### src/design/png_csp_pkg.sv
`timescale 1ns / 1ps

package png_csp_pkg;

  // chunk type codes, big-endian ascii
  localparam logic [31:0] TYPE_IHDR = 32'h4948_4452;
  localparam logic [31:0] TYPE_IDAT = 32'h4944_4154;
  localparam logic [31:0] TYPE_IEND = 32'h4945_4e44;
  localparam logic [31:0] IHDR_LEN  = 32'd13;

  localparam logic [31:0] SIG_LAST   = 32'd7;
  localparam logic [31:0] FIELD_LAST = 32'd3;

  // per-word event codes
  typedef enum logic [2:0] {
    EV_BYTE   = 3'd0,
    EV_DATA   = 3'd1,
    EV_HEADER = 3'd2,
    EV_END    = 3'd3,
    EV_ERROR  = 3'd4
  } event_t;

  typedef enum logic [8:0] {
    PH_SIG  = 9'b000000001,
    PH_LEN  = 9'b000000010,
    PH_TYPE = 9'b000000100,
    PH_HDR  = 9'b000001000,
    PH_DATA = 9'b000010000,
    PH_SKIP = 9'b000100000,
    PH_CRC  = 9'b001000000,
    PH_DONE = 9'b010000000,
    PH_FAIL = 9'b100000000
  } phase_t;

  // one result word
  typedef struct packed {
    event_t      event_res;
    logic [7:0]  interlace_method;
    logic [7:0]  filter_method;
    logic [7:0]  compression_method;
    logic [7:0]  color_type;
    logic [7:0]  bit_depth;
    logic [31:0] image_height;
    logic [31:0] image_width;
    logic [7:0]  payload_byte;
  } result_t;

  // legal colour type / bit depth combinations
  function automatic logic pair_ok(input logic [7:0] color, input logic [7:0] depth);
    logic low;
    logic ok;
    low = (depth == 8'd1) || (depth == 8'd2) || (depth == 8'd4) || (depth == 8'd8);
    case (color)
      8'd0: ok = low || (depth == 8'd16);
      8'd3: ok = low;
      8'd2, 8'd4, 8'd6: ok = (depth == 8'd8) || (depth == 8'd16);
      default: ok = 1'b0;
    endcase
    return ok;
  endfunction

endpackage

### src/design/png_chunk_stream_parser_core.sv
`timescale 1ns / 1ps

// png chunk stream parser: takes a png file one byte per input word, starting at the
// signature, which is skipped unchecked. chunks are framed as length, type, payload and
// crc (crc skipped, not verified). ihdr must come first with length 13, nonzero width and
// height and a legal colour type / bit depth pair; its fields are latched and reported on
// every result word (zero until the header is accepted). idat payload bytes are streamed
// out with event 1, unknown chunks are skipped, iend must have length 0 and its last crc
// byte gives event 3, as does every later byte. any failure is sticky: every later word
// gives event 4. each input word yields exactly one result word. throughput is one word
// per clock while the output accepts (s_tready drops when the skid register is full): the
// chunk state and the 32-bit payload counter update together, and the result is
// registered. a two-entry output stage (result register plus skid register) lets input
// keep flowing for one word while the output side stalls.
module png_chunk_stream_parser_core (
  input  logic          clk,
  input  logic          rst,
  input  logic          s_tvalid,
  output logic          s_tready,
  input  logic [7:0]    s_tdata,   // [7:0] stream_byte
  output logic          m_tvalid,
  input  logic          m_tready,
  output logic [111:0]  m_tdata,   // [7:0] payload_byte, [39:8] image_width,
                                   // [71:40] image_height, [79:72] bit_depth,
                                   // [87:80] color_type, [95:88] compression_method,
                                   // [103:96] filter_method, [111:104] interlace_method
  output logic [2:0]    m_tuser    // [2:0] event_res
);

  // parser state
  png_csp_pkg::phase_t phase, phase_next;
  logic [31:0] byte_count, byte_count_next;
  logic [31:0] chunk_length, chunk_length_next;
  logic [31:0] chunk_type, chunk_type_next;
  logic        header_seen, header_seen_next;
  logic [31:0] width_store, width_store_next;
  logic [31:0] height_store, height_store_next;
  logic [7:0]  depth_store, depth_store_next;
  logic [7:0]  color_store, color_store_next;
  logic [7:0]  compression_store, compression_store_next;
  logic [7:0]  filter_store, filter_store_next;
  logic [7:0]  interlace_store, interlace_store_next;

  // output stage
  png_csp_pkg::result_t out_word, skid_word, result_next;
  logic out_valid, skid_valid;

  logic        accept;
  logic [31:0] count_inc;
  logic [7:0]  in_byte;
  png_csp_pkg::event_t ev;
  logic [7:0]  pay;

  assign in_byte   = s_tdata;
  assign s_tready  = !skid_valid;
  assign accept    = s_tvalid && s_tready;
  assign count_inc = byte_count + 32'd1;

  // one step of the chunk framer
  always_comb begin
    phase_next             = phase;
    byte_count_next        = count_inc;
    chunk_length_next      = chunk_length;
    chunk_type_next        = chunk_type;
    header_seen_next       = header_seen;
    width_store_next       = width_store;
    height_store_next      = height_store;
    depth_store_next       = depth_store;
    color_store_next       = color_store;
    compression_store_next = compression_store;
    filter_store_next      = filter_store;
    interlace_store_next   = interlace_store;
    ev  = png_csp_pkg::EV_BYTE;
    pay = 8'd0;

    case (phase)
      png_csp_pkg::PH_SIG: begin
        if (byte_count == png_csp_pkg::SIG_LAST) begin
          phase_next      = png_csp_pkg::PH_LEN;
          byte_count_next = 32'd0;
        end
      end
      png_csp_pkg::PH_LEN: begin
        chunk_length_next = {chunk_length[23:0], in_byte};
        if (byte_count == png_csp_pkg::FIELD_LAST) begin
          phase_next      = png_csp_pkg::PH_TYPE;
          byte_count_next = 32'd0;
        end
      end
      png_csp_pkg::PH_TYPE: begin
        chunk_type_next = {chunk_type[23:0], in_byte};
        if (byte_count == png_csp_pkg::FIELD_LAST) begin
          byte_count_next = 32'd0;
          if (!header_seen && chunk_type_next != png_csp_pkg::TYPE_IHDR) begin
            ev         = png_csp_pkg::EV_ERROR;
            phase_next = png_csp_pkg::PH_FAIL;
          end else if (chunk_type_next == png_csp_pkg::TYPE_IHDR) begin
            if (header_seen || chunk_length != png_csp_pkg::IHDR_LEN) begin
              ev         = png_csp_pkg::EV_ERROR;
              phase_next = png_csp_pkg::PH_FAIL;
            end else begin
              phase_next = png_csp_pkg::PH_HDR;
            end
          end else if (chunk_type_next == png_csp_pkg::TYPE_IEND) begin
            if (chunk_length != 32'd0) begin
              ev         = png_csp_pkg::EV_ERROR;
              phase_next = png_csp_pkg::PH_FAIL;
            end else begin
              phase_next = png_csp_pkg::PH_CRC;
            end
          end else if (chunk_length == 32'd0) begin
            phase_next = png_csp_pkg::PH_CRC;
          end else if (chunk_type_next == png_csp_pkg::TYPE_IDAT) begin
            phase_next = png_csp_pkg::PH_DATA;
          end else begin
            phase_next = png_csp_pkg::PH_SKIP;
          end
        end
      end
      png_csp_pkg::PH_HDR: begin
        if (byte_count < 32'd4) width_store_next = {width_store[23:0], in_byte};
        else if (byte_count < 32'd8) height_store_next = {height_store[23:0], in_byte};
        else if (byte_count == 32'd8) depth_store_next = in_byte;
        else if (byte_count == 32'd9) color_store_next = in_byte;
        else if (byte_count == 32'd10) compression_store_next = in_byte;
        else if (byte_count == 32'd11) filter_store_next = in_byte;
        else interlace_store_next = in_byte;
        if (count_inc == png_csp_pkg::IHDR_LEN) begin
          byte_count_next = 32'd0;
          if (width_store_next == 32'd0 || height_store_next == 32'd0 ||
              !png_csp_pkg::pair_ok(color_store_next, depth_store_next)) begin
            ev         = png_csp_pkg::EV_ERROR;
            phase_next = png_csp_pkg::PH_FAIL;
          end else begin
            header_seen_next = 1'b1;
            ev               = png_csp_pkg::EV_HEADER;
            phase_next       = png_csp_pkg::PH_CRC;
          end
        end
      end
      png_csp_pkg::PH_DATA, png_csp_pkg::PH_SKIP: begin
        if (phase == png_csp_pkg::PH_DATA) begin
          ev  = png_csp_pkg::EV_DATA;
          pay = in_byte;
        end
        // length is nonzero here, so the count meets it before wrapping
        if (count_inc == chunk_length) begin
          phase_next      = png_csp_pkg::PH_CRC;
          byte_count_next = 32'd0;
        end
      end
      png_csp_pkg::PH_CRC: begin
        if (byte_count == png_csp_pkg::FIELD_LAST) begin
          byte_count_next = 32'd0;
          if (chunk_type == png_csp_pkg::TYPE_IEND) begin
            ev         = png_csp_pkg::EV_END;
            phase_next = png_csp_pkg::PH_DONE;
          end else begin
            chunk_length_next = 32'd0;
            chunk_type_next   = 32'd0;
            phase_next        = png_csp_pkg::PH_LEN;
          end
        end
      end
      png_csp_pkg::PH_DONE: begin
        byte_count_next = byte_count;
        ev              = png_csp_pkg::EV_END;
      end
      default: begin
        // failure, sticky
        byte_count_next = byte_count;
        phase_next      = png_csp_pkg::PH_FAIL;
        ev              = png_csp_pkg::EV_ERROR;
      end
    endcase
  end

  // result word, header fields shown only once the header is accepted
  always_comb begin
    result_next.event_res    = ev;
    result_next.payload_byte = pay;
    if (header_seen_next) begin
      result_next.image_width        = width_store_next;
      result_next.image_height       = height_store_next;
      result_next.bit_depth          = depth_store_next;
      result_next.color_type         = color_store_next;
      result_next.compression_method = compression_store_next;
      result_next.filter_method      = filter_store_next;
      result_next.interlace_method   = interlace_store_next;
    end else begin
      result_next.image_width        = 32'd0;
      result_next.image_height       = 32'd0;
      result_next.bit_depth          = 8'd0;
      result_next.color_type         = 8'd0;
      result_next.compression_method = 8'd0;
      result_next.filter_method      = 8'd0;
      result_next.interlace_method   = 8'd0;
    end
  end

  // state update on each accepted word
  always_ff @(posedge clk) begin
    if (rst) begin
      phase             <= png_csp_pkg::PH_SIG;
      byte_count        <= 32'd0;
      chunk_length      <= 32'd0;
      chunk_type        <= 32'd0;
      header_seen       <= 1'b0;
      width_store       <= 32'd0;
      height_store      <= 32'd0;
      depth_store       <= 8'd0;
      color_store       <= 8'd0;
      compression_store <= 8'd0;
      filter_store      <= 8'd0;
      interlace_store   <= 8'd0;
    end else if (accept) begin
      phase             <= phase_next;
      byte_count        <= byte_count_next;
      chunk_length      <= chunk_length_next;
      chunk_type        <= chunk_type_next;
      header_seen       <= header_seen_next;
      width_store       <= width_store_next;
      height_store      <= height_store_next;
      depth_store       <= depth_store_next;
      color_store       <= color_store_next;
      compression_store <= compression_store_next;
      filter_store      <= filter_store_next;
      interlace_store   <= interlace_store_next;
    end
  end

  // output register with skid stage behind it
  always_ff @(posedge clk) begin
    if (rst) begin
      out_valid  <= 1'b0;
      skid_valid <= 1'b0;
    end else begin
      if (!out_valid || m_tready) begin
        if (skid_valid) begin
          out_valid  <= 1'b1;
          skid_valid <= 1'b0;
        end else begin
          out_valid <= accept;
        end
      end else if (accept) begin
        skid_valid <= 1'b1;
      end
    end
  end

  always_ff @(posedge clk) begin
    if (!out_valid || m_tready) begin
      if (skid_valid) out_word <= skid_word;
      else if (accept) out_word <= result_next;
    end else if (accept) begin
      skid_word <= result_next;
    end
  end

  assign m_tvalid = out_valid;
  assign m_tuser  = out_word.event_res;
  assign m_tdata  = {out_word.interlace_method, out_word.filter_method,
                     out_word.compression_method, out_word.color_type,
                     out_word.bit_depth, out_word.image_height,
                     out_word.image_width, out_word.payload_byte};

`ifndef SYNTHESIS
  // skid stage only fills behind a held result
  a_skid_behind_out: assert property (@(posedge clk) disable iff (rst)
    skid_valid |-> out_valid)
    else $error("skid word held without output word");

  // payload is zero unless the word carries image data
  a_payload_zero: assert property (@(posedge clk) disable iff (rst)
    (out_valid && out_word.event_res != png_csp_pkg::EV_DATA) |-> out_word.payload_byte == 8'd0)
    else $error("payload byte set on non-data word");

  // header acceptance is never undone
  a_header_sticky: assert property (@(posedge clk) disable iff (rst)
    header_seen |=> header_seen)
    else $error("header_seen cleared");

  // failure is sticky
  a_fail_sticky: assert property (@(posedge clk) disable iff (rst)
    (phase == png_csp_pkg::PH_FAIL) |=> (phase == png_csp_pkg::PH_FAIL))
    else $error("left failure phase");

  // an accepted data word in the data phase yields a data event
  a_data_event: assert property (@(posedge clk) disable iff (rst)
    (accept && phase == png_csp_pkg::PH_DATA) |-> ev == png_csp_pkg::EV_DATA)
    else $error("data phase without data event");
`endif

endmodule
### config.mk
export PLATFORM = sky130hd
export DESIGN_NAME = png_chunk_stream_parser_core
export DESIGN_NICKNAME = d
export VERILOG_FILES = /design/src/design/png_csp_pkg.sv /design/src/design/png_chunk_stream_parser_core.sv
export SDC_FILE = /design/constraint.sdc
export NUM_CORES = 1
export LEC_CHECK = 0
export ABC_CLOCK_PERIOD_IN_PS = 8600
export CAP_MARGIN = 10
export CORE_MARGIN = 2
export CORE_UTILIZATION = 45
export DETAILED_ROUTE_END_ITERATION = 7
export DONT_BUFFER_PORTS = 1
export GPL_ROUTABILITY_DRIVEN = 0
export PLACE_DENSITY = 0.65
export SETUP_SLACK_MARGIN = 0.02
export SLEW_MARGIN = 20
export SYNTH_ARGS = -nofsm -noshare
export SYNTH_HDL_FRONTEND = slang
export SYNTH_SLANG_ARGS = --single-unit
### constraint.sdc
create_clock -name clk -period 8.6 [get_ports clk]
set_clock_uncertainty 0.2 [all_clocks]
set_input_delay 0.86 -clock clk [delete_from_list [all_inputs] [get_ports clk]]
set_output_delay 0.86 -clock clk [all_outputs]
set_load 0.01 [all_outputs]
### After elaboration in Yosys (flattened, before gate mapping)

Index checks and enable logic that the tools add are counted.

| storage, ports and cells | value |
|---|---|
| flip-flop bits (word level) | 442 |
| output and inout bits | 117 |
| input bits | 12 |

| cells by class | value |
|---|---|
| eq/ne operators | 38 |
| muxes and demuxes | 87 |
| bitwise gates (word level) | 2 |
| order comparisons | 2 |
| reduce and logical (&&, ||, !) cells | 35 |
| $add $sub $neg | 1 |

Operators with widths:

| kind | number |
|---|---|
| 2-to-1 mux 32 bit | 13 |
| 2-to-1 mux 8 bit | 34 |
| 2-to-1 mux 115 bit | 2 |
| equality test 32 x 4 -> 1 bit (second input constant) | 5 |
| equality test 32 x 31 -> 1 bit (second input constant) | 4 |
| one-hot mux 32 bit (2 select lines) | 2 |
| one-hot mux 32 bit (4 select lines) | 1 |
| 2-to-1 mux 9 bit | 12 |
| 2-to-1 mux 104 bit | 1 |
| logical NOT 32 bit | 3 |
| one-hot mux 9 bit (7 select lines) | 1 |
| adder 32 x 1 -> 32 bit (second input constant) | 1 |
| equality test 32 x 2 -> 1 bit (second input constant) | 1 |
| equality test 32 x 3 -> 1 bit (second input constant) | 1 |
| equality test 32 bit | 1 |
| < comparator 32 x 3 -> 1 bit (second input constant) | 1 |
| < comparator 32 x 4 -> 1 bit (second input constant) | 1 |
| inequality test 32 x 31 -> 1 bit (second input constant) | 1 |
| inequality test 32 x 4 -> 1 bit (second input constant) | 1 |
| nonzero test 32 bit | 1 |
| equality test 8 x 2 -> 1 bit (second input constant) | 3 |
| equality test 8 x 3 -> 1 bit (second input constant) | 3 |
| 2-to-1 mux 3 bit | 8 |
| one-hot mux 3 bit (6 select lines) | 1 |
| 29 further kinds | 63 |

### Longest topological paths before layout

Gate-level depths: netlist of the first run.

| depth | value |
|---|---|
| word-level depth | 21 |
| depth in mapped cells | 15 |
| gate-level depth less buffers | 12 |

### Worst setup path before layout of the first run

OpenSTA, ideal clock, no wires.

| timing | value |
|---|---|
| path type | input to register |
| from | in s_tvalid |
| to | reg skid_word[0] (netlist name) (enable) |
| setup slack | 1.891 ns |
| arrival time | 5.919 ns |
| setup time | 0.591 ns |
| stages | 3 |
| path buffers | 1 |
| cells stage by stage | nand2_1 clkbuf_1 nor2_1 |

| between the ends | value |
|---|---|
| word-level cells in the longest chain between the ends | 2 |

RTL lines:

| item | RTL line | text |
|---|---|---|
| start, declared | png_chunk_stream_parser_core.sv:18 | `input logic s_tvalid,` |
| logical AND 1 bit | png_chunk_stream_parser_core.sv:56 | `assign accept = s_tvalid && s_tready;` |
| AND reduction 2 bit (no line) | - |  |
| end signal, assigned | png_chunk_stream_parser_core.sv:256 | `skid_word <= result_next;` |
| end, declared | png_chunk_stream_parser_core.sv:45 | `png_csp_pkg::result_t out_word, skid_word, result_next;` |

Every way passes these cells.
A chain may end at the register's enable or synchronous reset.

### Worst setup path in the final report of the first run

| timing | value |
|---|---|
| from | reg byte_count[0] |
| to | reg phase[5] |

| between the ends | value |
|---|---|
| word-level cells in the longest chain between the ends | 4 |

RTL lines:

| item | RTL line | text |
|---|---|---|
| start, declared | png_chunk_stream_parser_core.sv:32 | `logic [31:0] byte_count, byte_count_next;` |
| start signal, assigned | png_chunk_stream_parser_core.sv:218 | `byte_count <= byte_count_next;` |
| adder 32 x 1 -> 32 bit | png_chunk_stream_parser_core.sv:57 | `assign count_inc = byte_count + 32'd1;` |
| equality test 32 bit or equality test 32 x 4 -> 1 bit (tied branches) | png_chunk_stream_parser_core.sv:147, png_chunk_stream_parser_core.sv:128 |  |
| inequality test 2 bit (no line) | - |  |
| AND reduction 8 bit (no line) * | - |  |
| end signal, assigned | png_chunk_stream_parser_core.sv:204 | `phase <= png_csp_pkg::PH_SIG;` |
| end signal, assigned | png_chunk_stream_parser_core.sv:217 | `phase <= phase_next;` |
| end, declared | png_chunk_stream_parser_core.sv:31 | `png_csp_pkg::phase_t phase, phase_next;` |

Mark *: on every way between the ends. The rest lies on a longest branch, timed or not.

==> results of run 1 <==
==> cell type report <==
class	instances	area [um2]
Clock buffer	59	1270
Timing Repair Buffer	14	118
Multi-Input combinational cell	1542	8980
Sequential cell	442	11200
Inverter	19	71.3
Clock inverter	27	236
Fill cell	4120	23700
Tap cell	607	759
==> routing by layer <==
metal	share of wire	vias up
met4	0.035	0
met2	0.47	572
li1	-	7664
met1	0.44	7717
met5	0	-
met3	0.060	143
==> critical path, stage by stage, from the launching register on <==
cell       delay [ps]
dfxtp_1           460
ha_1              530
and3_1            370
nand2_1           280
or4_1             610
xnor2_1           160
a2111oi_0         580
nand4_1           330
nand2_1           260
nand3_4           260
or4_1             600
a21oi_1           150
==> worst max-delay path by stage <==
stage,start,end,cells after the start
global placement,byte_count[0],phase[5],11
detailed placement,byte_count[0],byte_count[16],12
floorplan,s_tvalid,skid_word[0],3
CTS,byte_count[0],byte_count[16],12
finish,byte_count[0],phase[5],11
global route,byte_count[0],phase[5],11
==> power by group through the flow <==
| stage | logic (mW) | registers, mW | clock network [mW] |
|---|---|---|---|
| 3_5_place_dp | 0.409 | 2.41 | 0 |
| 4_1_cts | 0.412 | 2.36 | 2.02 |
| 5_1_grt | 0.460 | 2.37 | 2.10 |
| 3_3_place_gp | 0.402 | 2.40 | 0 |
| 2_1_floorplan | 0.337 | 2.38 | 0 |
| 6_report | 0.423 | 2.36 | 1.99 |
==> sequential cells by signal, summed over array words and instances (netlist names) <==
| name | cells |
|---|---|
| byte_count | 32 |
| m_tdata | 112 |
| color_store | 8 |
| compression_store | 8 |
| header_seen | 1 |
| depth_store | 8 |
| interlace_store | 8 |
| skid_word | 115 |
| m_tuser | 3 |
| m_tvalid | 1 |
| chunk_type | 32 |
| phase | 9 |
| skid_valid | 1 |
| height_store | 32 |
| width_store | 32 |
| filter_store | 8 |
| chunk_length | 32 |
==> synthesized netlist by cell type (4+ instances only) <==
cell type	n	area, um2
o311ai_0	4	35.0
nor3_1	35	175
nor4_1	52	325
xor2_1	18	158
and3_1	13	81.3
dfxtp_1	212	4240
xnor2_1	34	298
nand4_1	26	163
mux2_2	17	191
nor2b_1	14	87.6
nand2b_1	15	93.8
o21a_1	5	37.5
clkbuf_1	121	454
or3_1	6	37.5
buf_6	13	146
a22oi_1	4	30.0
inv_1	19	71.3
buf_4	9	67.6
a31oi_1	27	169
buf_2	30	150
nand3_1	114	571
mux2i_1	121	1210
o31ai_1	110	826
or4_1	11	82.6
and2_1	11	68.8
nand3b_1	5	37.5
nor2_1	183	687
ha_1	4	50.1
o211ai_1	7	52.6
o22ai_1	6	37.5
a211oi_1	5	37.5
nand2_1	393	1480
o21ai_0	34	170
nand4b_1	5	43.8
nor4b_1	4	35.0
a21oi_1	190	951
buf_1	5	18.8
and4_1	7	61.3
edfxtp_1	230	6910
==> logic make-up (layout without fill, tap and decap cells) <==
group           after synthesis  in the layout  share of synthesized area
xor+xnor                     53             53                     0.0228
buf+inv                     198            119                     0.0435
compound gates              422            422                      0.125
flops                       442            442                      0.531
mux                         138            138                     0.0668
fa+ha+maj                     4              4                    0.00238
simple gates                925            925                      0.209
==> stage by stage <==
| step | hold WS (ps) | setup slack (ps) |
|---|---|---|
| 2_1_floorplan | 227 | 1890 |
| 3_3_place_gp | 234 | 4020 |
| 3_5_place_dp | 245 | 3880 |
| 4_1_cts | 170 | 3850 |
| 5_1_grt | 161 | 3390 |
| 6_report | 183 | 3720 |
==> impl_metrics.py, run 1 <==
metrics = {
    "clock_tree": {
        "clk_latency_ps": 590,
        "post_cts_buffers": 0,
        "clkTransAtPathRegs_ps": 60,
        "numCtsBuffers": 46,
        "post_cts_resize_count": 0,
        "cts-root-buf": "clkbuf_16",
        "hold_buffers": 0,
        "cts-htree-levels": 2,
        "cts_buffer_depth": 3,
        "cts_tree": "built",
        "clock_sinks": 442,
    },
    "global_route": {
        "grt_util_met3": 0.0348,
        "grt_usage": 0.215,
        "grt_pass1_vias": 14800,
        "grt_first_pass_wirelength_um": 83400,
        "grt_use_met1": 0.288,
        "grt_max_degree": 209,
        "top_usage_layer": "met2",
        "antenna_found_initial": 0,
        "overflow": 0,
        "grt_util_met2": 0.350,
    },
    "critical_path": {
        "r2r-end": "phase[5]",
        "rr_worst_depth": 11,
        "worstReg2RegStart": "byte_count[0]",
        "r2r_slack_ps": 3720,
        "required_ps": 8890,
        "startpoint_type": "flip-flop",
        "end_kind": "flip-flop",
        "worstPathArrival_ps": 5180,
        "path_class": "flip-flop to flip-flop",
        "critPathMaxFanout": 17,
    },
    "drt": {
        "drt-initial-drc-count": 1656,
        "drc": 0,
        "drt-vias-per-instance": 5.94,
        "ant_nets": 0,
        "wire_per_inst_um": 19.6,
        "first_pass_iters": 8,
        "num_vias": 16100,
        "wl_um": 53000,
    },
    "synthesis": {
        "syn_nets": 2198,
        "synth_edf_count": 230,
        "seq_area_frac_synth": 0.531,
        "synth-seq-cells": 442,
        "post_synth_num_cell_types": 77,
        "synth_cells": 2182,
        "synthFlopType": "edfxtp_1",
        "syn_area_um2": 21000,
        "async_flop_share": 0,
        "yosys_warnings": 0,
        "syn_avg_cell_area_um2": 9.62,
    },
    "pwr": {
        "powerDensity_nw_per_um2": 211,
        "clkPwrFrac": 0.417,
        "ir_drop_mv": 0.180,
        "p_int_mw": 3.55,
        "p_sw_mw": 1.22,
        "power_mw": 4.78,
        "swShare": 0.256,
        "combPwrFrac": 0.089,
        "p_leak_nw": 7.39,
        "pwr-share-seq": 0.494,
    },
    "floorplanning": {
        "die_w_um": 220,
        "rows": 79,
        "die-area_um2": 48400,
        "initial_core_util": 0.454,
        "chipHeight_um": 220,
        "num_io_pins": 129,
        "fp.coreArea_um2": 46300,
    },
    "sta": {
        "fin_tns_setup_ps": 0,
        "max_slew.worst_pin.slew_ps": 1160,
        "maxSlewHeadroom": 0.225,
        "final_hold_viol_count": 0,
        "layout_min_cycle_time_ps": 4880,
        "setup_viol": 0,
        "period_share": 0.568,
        "drv_slew": 0,
        "timing.fmax_ghz": 0.205,
        "rsz0062_at_grt": "false",
    },
    "placement": {
        "io_buffers": 0,
        "place_area_um2": 21100,
        "dp.cells": 2624,
        "hpwl_um": 34100,
    },
    "finish": {
        "mostFrequentLayoutCells": "nand2_1 (392), edfxtp_1 (230), dfxtp_1 (211), a21oi_1 (189), nor2_1 (182)",
        "nets": 2081,
        "num_antenna_cells": 0,
        "fin_cells": 2710,
        "drive_gt1_frac": 0.0656,
        "mostFrequentLayoutCell": "nand2_1",
        "fin_util": 0.488,
        "final_area_um2": 22600,
        "syn_to_final_growth_pct": 7.62,
    },
    "worst_hold_path": {
        "hold_end": "chunk_length[27]",
        "hold_path_class": "input pin to flip-flop",
        "holdPathStages": 1,
        "hp-start": "rst",
    },
    "flow_run": {
        "drv_cap": 0,
    },
    "status": {
        "status": "completed",
    },
}
Power figures use the tool's default switching activity.
==> run 2: changes to the inputs <==
Settings changed: ABC_CLOCK_PERIOD_IN_PS 8600 to 4070, PLACE_DENSITY 0.65 to 0.67.
Clock period 8.6 ns to 4.07 ns, I/O delays scaled along.
==> impl_metrics.py, run 2 (synthesis results as in run 1) <==
metrics = {
    "status": {
        "status": "completed",
    },
    "placement": {
        "hpwl_um": 37000,
        "dp_slack_ps": 48.4,
        "dp.cells": 2736,
        "io_buffers": 0,
        "place_area_um2": 22000,
    },
    "drt": {
        "ant_nets": 0,
        "drt-vias-per-instance": 5.93,
        "drc": 0,
        "wl_um": 56800,
        "wire_per_inst_um": 20.0,
        "first_pass_iters": 6,
        "num_vias": 16800,
        "drt-initial-drc-count": 1898,
    },
    "floorplanning": {
        "chipHeight_um": 220,
        "die_w_um": 220,
        "num_io_pins": 129,
        "fp.coreArea_um2": 46300,
        "rows": 79,
        "initial_core_util": 0.454,
        "die-area_um2": 48400,
    },
    "critical_path": {
        "critPathMaxFanout": 59,
        "rr_worst_depth": 13,
        "required_ps": 4190,
        "startpoint_type": "flip-flop",
        "end_kind": "flip-flop",
        "worstPathArrival_ps": 4100,
        "path_class": "flip-flop to flip-flop",
    },
    "finish": {
        "mostFrequentLayoutCell": "nand2_1",
        "syn_to_final_growth_pct": 12.8,
        "largest-register": "skid_word",
        "nets": 2209,
        "drive_gt1_frac": 0.117,
        "final_area_um2": 23700,
        "multi_input_area_um2": 9040,
        "largest_reg_flops": 115,
        "fill_cells": 4054,
        "mostFrequentLayoutCells": "nand2_1 (392), edfxtp_1 (230), dfxtp_1 (208), a21oi_1 (189), nor2_1 (182)",
        "fin_cells": 2838,
        "regArea_um2": 11200,
    },
    "global_route": {
        "grt_util_met2": 0.380,
        "grt_use_met1": 0.301,
        "top_usage_layer": "met2",
        "overflow": 0,
        "grt_first_pass_wirelength_um": 88500,
        "grt_max_degree": 184,
        "antenna_found_initial": 0,
        "grt_util_met3": 0.0389,
        "grt_pass1_vias": 15700,
        "grt_usage": 0.231,
    },
    "sta": {
        "rsz0062_at_grt": "true",
        "final.setup.worst_slack_ps": 87.4,
        "maxSlewHeadroom": 0.230,
        "final_hold_viol_count": 0,
        "period_share": 0.979,
        "setup_viol": 0,
        "fin_tns_setup_ps": 0,
        "timing.fmax_ghz": 0.251,
        "drv_slew": 0,
        "max_slew.worst_pin.slew_ps": 1150,
        "layout_min_cycle_time_ps": 3980,
    },
    "pwr": {
        "swShare": 0.260,
        "p_int_mw": 7.51,
        "pwr-share-seq": 0.491,
        "clkPwrFrac": 0.399,
        "powerDensity_nw_per_um2": 428,
        "p_leak_nw": 8.01,
        "p_sw_mw": 2.63,
        "ir_drop_mv": 0.379,
        "combPwrFrac": 0.110,
    },
    "clock_tree": {
        "cts_tree": "built",
        "clock_sinks": 442,
        "clk_latency_ps": 590,
        "cts_buffer_depth": 3,
        "cts-root-buf": "clkbuf_16",
        "clkTransAtPathRegs_ps": 60,
        "numCtsBuffers": 45,
        "cts-htree-levels": 2,
    },
    "flow_run": {
        "drv_cap": 0,
    },
    "worst_hold_path": {
        "holdPathStages": 2,
        "hold_path_class": "input pin to flip-flop",
    },
}
==> run 2: area by class of cell <==
class	count	area share
inverters	19	0.00301
multi-input cells	1542	0.382
diodes	1	0.000106
clock buffers	66	0.0547
well taps	607	0.0321
flip-flops and latches	442	0.471
clock inverters	18	0.00613
repair buffers	143	0.0512
==> run 2: final timing paths <==
path / start / end / slack (ps)
worst max-delay path: byte_count[17] / skid_word[25] / 90
worst min-delay path: m_tready / skid_valid / 9
worst max register to register: byte_count[17] / skid_word[25] / 90
worst min register to register: chunk_type[27] / chunk_type[27] / 250
==> run 2: metrics by stage <==
stage | utilization | power, mW | hold WS [ps]
3_3_place_gp | 0.475 | 6.06 | 237
5_1_grt | 0.512 | 10.5 | 33.4
6_report | 0.512 | 10.1 | 9.13
2_1_floorplan | - | 5.74 | 227
4_1_cts | 0.509 | 10.2 | 10.1
3_5_place_dp | 0.475 | 6.10 | 239
==> run 2: worst max-delay path: stages (launching register included) <==
cell and delay, ps:
dfxtp_1 440, nor3_1 390, nand4_1 240, buf_4 230, nor3_1 220, nand2_1 160, mux2_2 290, o311ai_1 350
a211oi_2 90, buf_4 170, a21oi_4 340, buf_12 310, buf_4 190, nor2_1 50
==> run 2: power groups by stage <==
stage / Clock [mW] / Sequential, mW / Combinational, mW
final: 4.05 / 4.98 / 1.12
after floorplan: 0 / 5.03 / 0.713
after global placement: 0 / 5.07 / 0.989
after global routing: 4.28 / 5.00 / 1.21
after CTS: 4.09 / 4.98 / 1.10
after detailed placement: 0 / 5.08 / 1.02
==> run 2: per-layer routing <==
layer  part of all wire  up-vias
li1                   -     7922
met1               0.42     8036
met2               0.47      706
met3              0.067      170
met4              0.042        0
met5                  0        -
==> run 2: what timing repair did <==
item / in CTS / in global routing
hold endpoints to repair: 248 / 0
gates resized for setup: 0 / 17
buffers inserted: 0 / 5
endpoints found under the setup margin: 0 / 241
hold buffers: 12 / 0
==> run 3: changes to the inputs <==
Settings changed: ABC_CLOCK_PERIOD_IN_PS 4070 to 3450.
Clock period 4.07 ns to 3.45 ns, I/O delays scaled along.
==> impl_metrics.py, run 3 (synthesis results as in run 1) <==
metrics = {
    "critical_path": {
        "critPathMaxFanout": 11,
        "startpoint_type": "flip-flop",
        "required_ps": 3690,
        "worstPathArrival_ps": 3970,
        "path_class": "flip-flop to flip-flop",
        "end_kind": "flip-flop",
    },
    "sta": {
        "layout_min_cycle_time_ps": 3740,
        "drv_slew": 0,
        "timing.fmax_ghz": 0.268,
        "setup_viol": 240,
        "rsz0062_at_grt": "true",
        "final_hold_viol_count": 0,
        "period_share": 1.08,
        "final.setup.worst_slack_ps": -286,
        "max_slew.worst_pin.slew_ps": 1230,
        "maxSlewHeadroom": 0.175,
    },
    "finish": {
        "largest-register": "skid_word",
        "num_antenna_cells": 0,
        "nets": 2422,
        "mostFrequentLayoutCells": "nand2_1 (386), edfxtp_1 (230), buf_4 (225), dfxtp_1 (188), a21oi_1 (170)",
        "final_area_um2": 28800,
        "fin_cells": 3049,
        "mostFrequentLayoutCell": "nand2_1",
        "syn_to_final_growth_pct": 37.2,
        "largest_reg_flops": 115,
        "drive_gt1_frac": 0.309,
    },
    "clock_tree": {
        "clock_sinks": 442,
        "cts_buffer_depth": 3,
        "cts_tree": "built",
        "clkTransAtPathRegs_ps": 70,
        "cts-htree-levels": 2,
        "clk_latency_ps": 570,
        "cts-root-buf": "clkbuf_16",
        "numCtsBuffers": 44,
    },
    "global_route": {
        "grt_usage": 0.269,
        "antenna_found_initial": 1,
        "overflow": 0,
        "grt_first_pass_wirelength_um": 102000,
        "grt_pass1_vias": 17600,
        "grt_max_degree": 187,
    },
    "status": {
        "status": "finished, violations left",
        "violations": "negative setup slack",
    },
    "pwr": {
        "ir_drop_mv": 0.460,
        "p_leak_nw": 9.99,
        "powerDensity_nw_per_um2": 440,
    },
    "floorplanning": {
        "chipHeight_um": 220,
        "num_io_pins": 129,
        "die_w_um": 220,
        "die-area_um2": 48400,
        "fp.coreArea_um2": 46300,
        "initial_core_util": 0.454,
        "rows": 79,
    },
    "drt": {
        "drc": 0,
        "wire_per_inst_um": 24.0,
        "wl_met3_um": 6460,
        "num_vias": 19000,
        "wl_um": 73100,
        "first_pass_iters": 6,
        "wl_met1_um": 27500,
        "top_layer": "met5",
        "drt-vias-per-instance": 6.25,
        "wl_met2_um": 35000,
        "drt-initial-drc-count": 2155,
        "ant_nets": 0,
    },
    "placement": {
        "dp_slack_ps": -648,
        "dp.cells": 2856,
        "io_buffers": 0,
        "place_area_um2": 23000,
        "hpwl_um": 39700,
    },
    "worst_hold_path": {
        "hold_path_class": "input pin to flip-flop",
    },
    "flow_run": {
        "drv_cap": 0,
    },
}
## run 3: cell types whose count changed in the layout (fill, tap and decap cells not counted), sizes merged
cell	change
buf	+187
clkbuf	+8
inv	-1
dlygate4sd3	+16
clkinvlp	-1
clkinv	+1
diode	-1
bufinv	+2
## run 3: per-stage QoR
stage / setup TNS (ps) / hold WS (ps) / total power [mW] / utilization
3_3_place_gp: -85940 / 234 / 7.27 / 0.497
5_1_grt: -49410 / 52.3 / 13.0 / 0.622
3_5_place_dp: -100550 / 245 / 7.30 / 0.497
2_1_floorplan: 0 / 227 / 6.77 / -
4_1_cts: -7860 / 3.87 / 12.3 / 0.576
6_report: -29640 / 38.0 / 12.7 / 0.622
## run 3: layer usage
layer | up-vias | global-route usage
li1 | 8371 | -
met1 | 9251 | 0.334
met2 | 1133 | 0.448
met3 | 289 | 0.0512
met4 | 2 | 0.135
met5 | - | 0
## run 3: critical path, cell delays in order (launching register included)
cell	delay, ps
dfxtp_2	370
nand4_1	250
buf_4	230
or4_4	530
nor3_4	230
o2111ai_2	180
nor4_2	330
nand4_1	220
buf_4	210
o311ai_4	290
nand2_4	140
buf_12	180
a21oi_2	170
a31oi_2	70
## run 3: final cells by class
| class | count | area (um2) |
|---|---|---|
| Clock buffer | 63 | 1220 |
| Tap cell | 607 | 759 |
| Sequential cell | 442 | 11200 |
| Timing Repair Buffer | 357 | 3780 |
| Multi-Input combinational cell | 1542 | 11600 |
| Inverter | 19 | 71.3 |
| Clock inverter | 19 | 198 |
| Fill cell | 3329 | 17500 |
## run 3: power by group
| part | leakage, nW | switching, mW | internal [mW] |
|---|---|---|---|
| Sequential | 3.76 | 0.191 | 5.70 |
| Clock | 0.693 | 2.15 | 2.71 |
| Combinational | 5.54 | 1.12 | 0.791 |
## run 3: repair_timing
item / CTS / global route
resized for setup: 273 / 357
cloned: 11 / 18
endpoints found under the setup margin: 253 / 263
pin swaps: 64 / 177
hold buffers: 30 / 0
hold endpoints to repair: 265 / 0
buffers inserted: 30 / 26
## run 3: final timing paths
path | start | endpoint | slack, ps | cells after the start
max | byte_count[6] | byte_count[15] | -290 | 13
min | s_tdata[0] | color_store[0] | 40 | 3
max reg2reg | byte_count[6] | byte_count[15] | -290 | 13
min reg2reg | chunk_type[30] | chunk_type[30] | 250 | 2
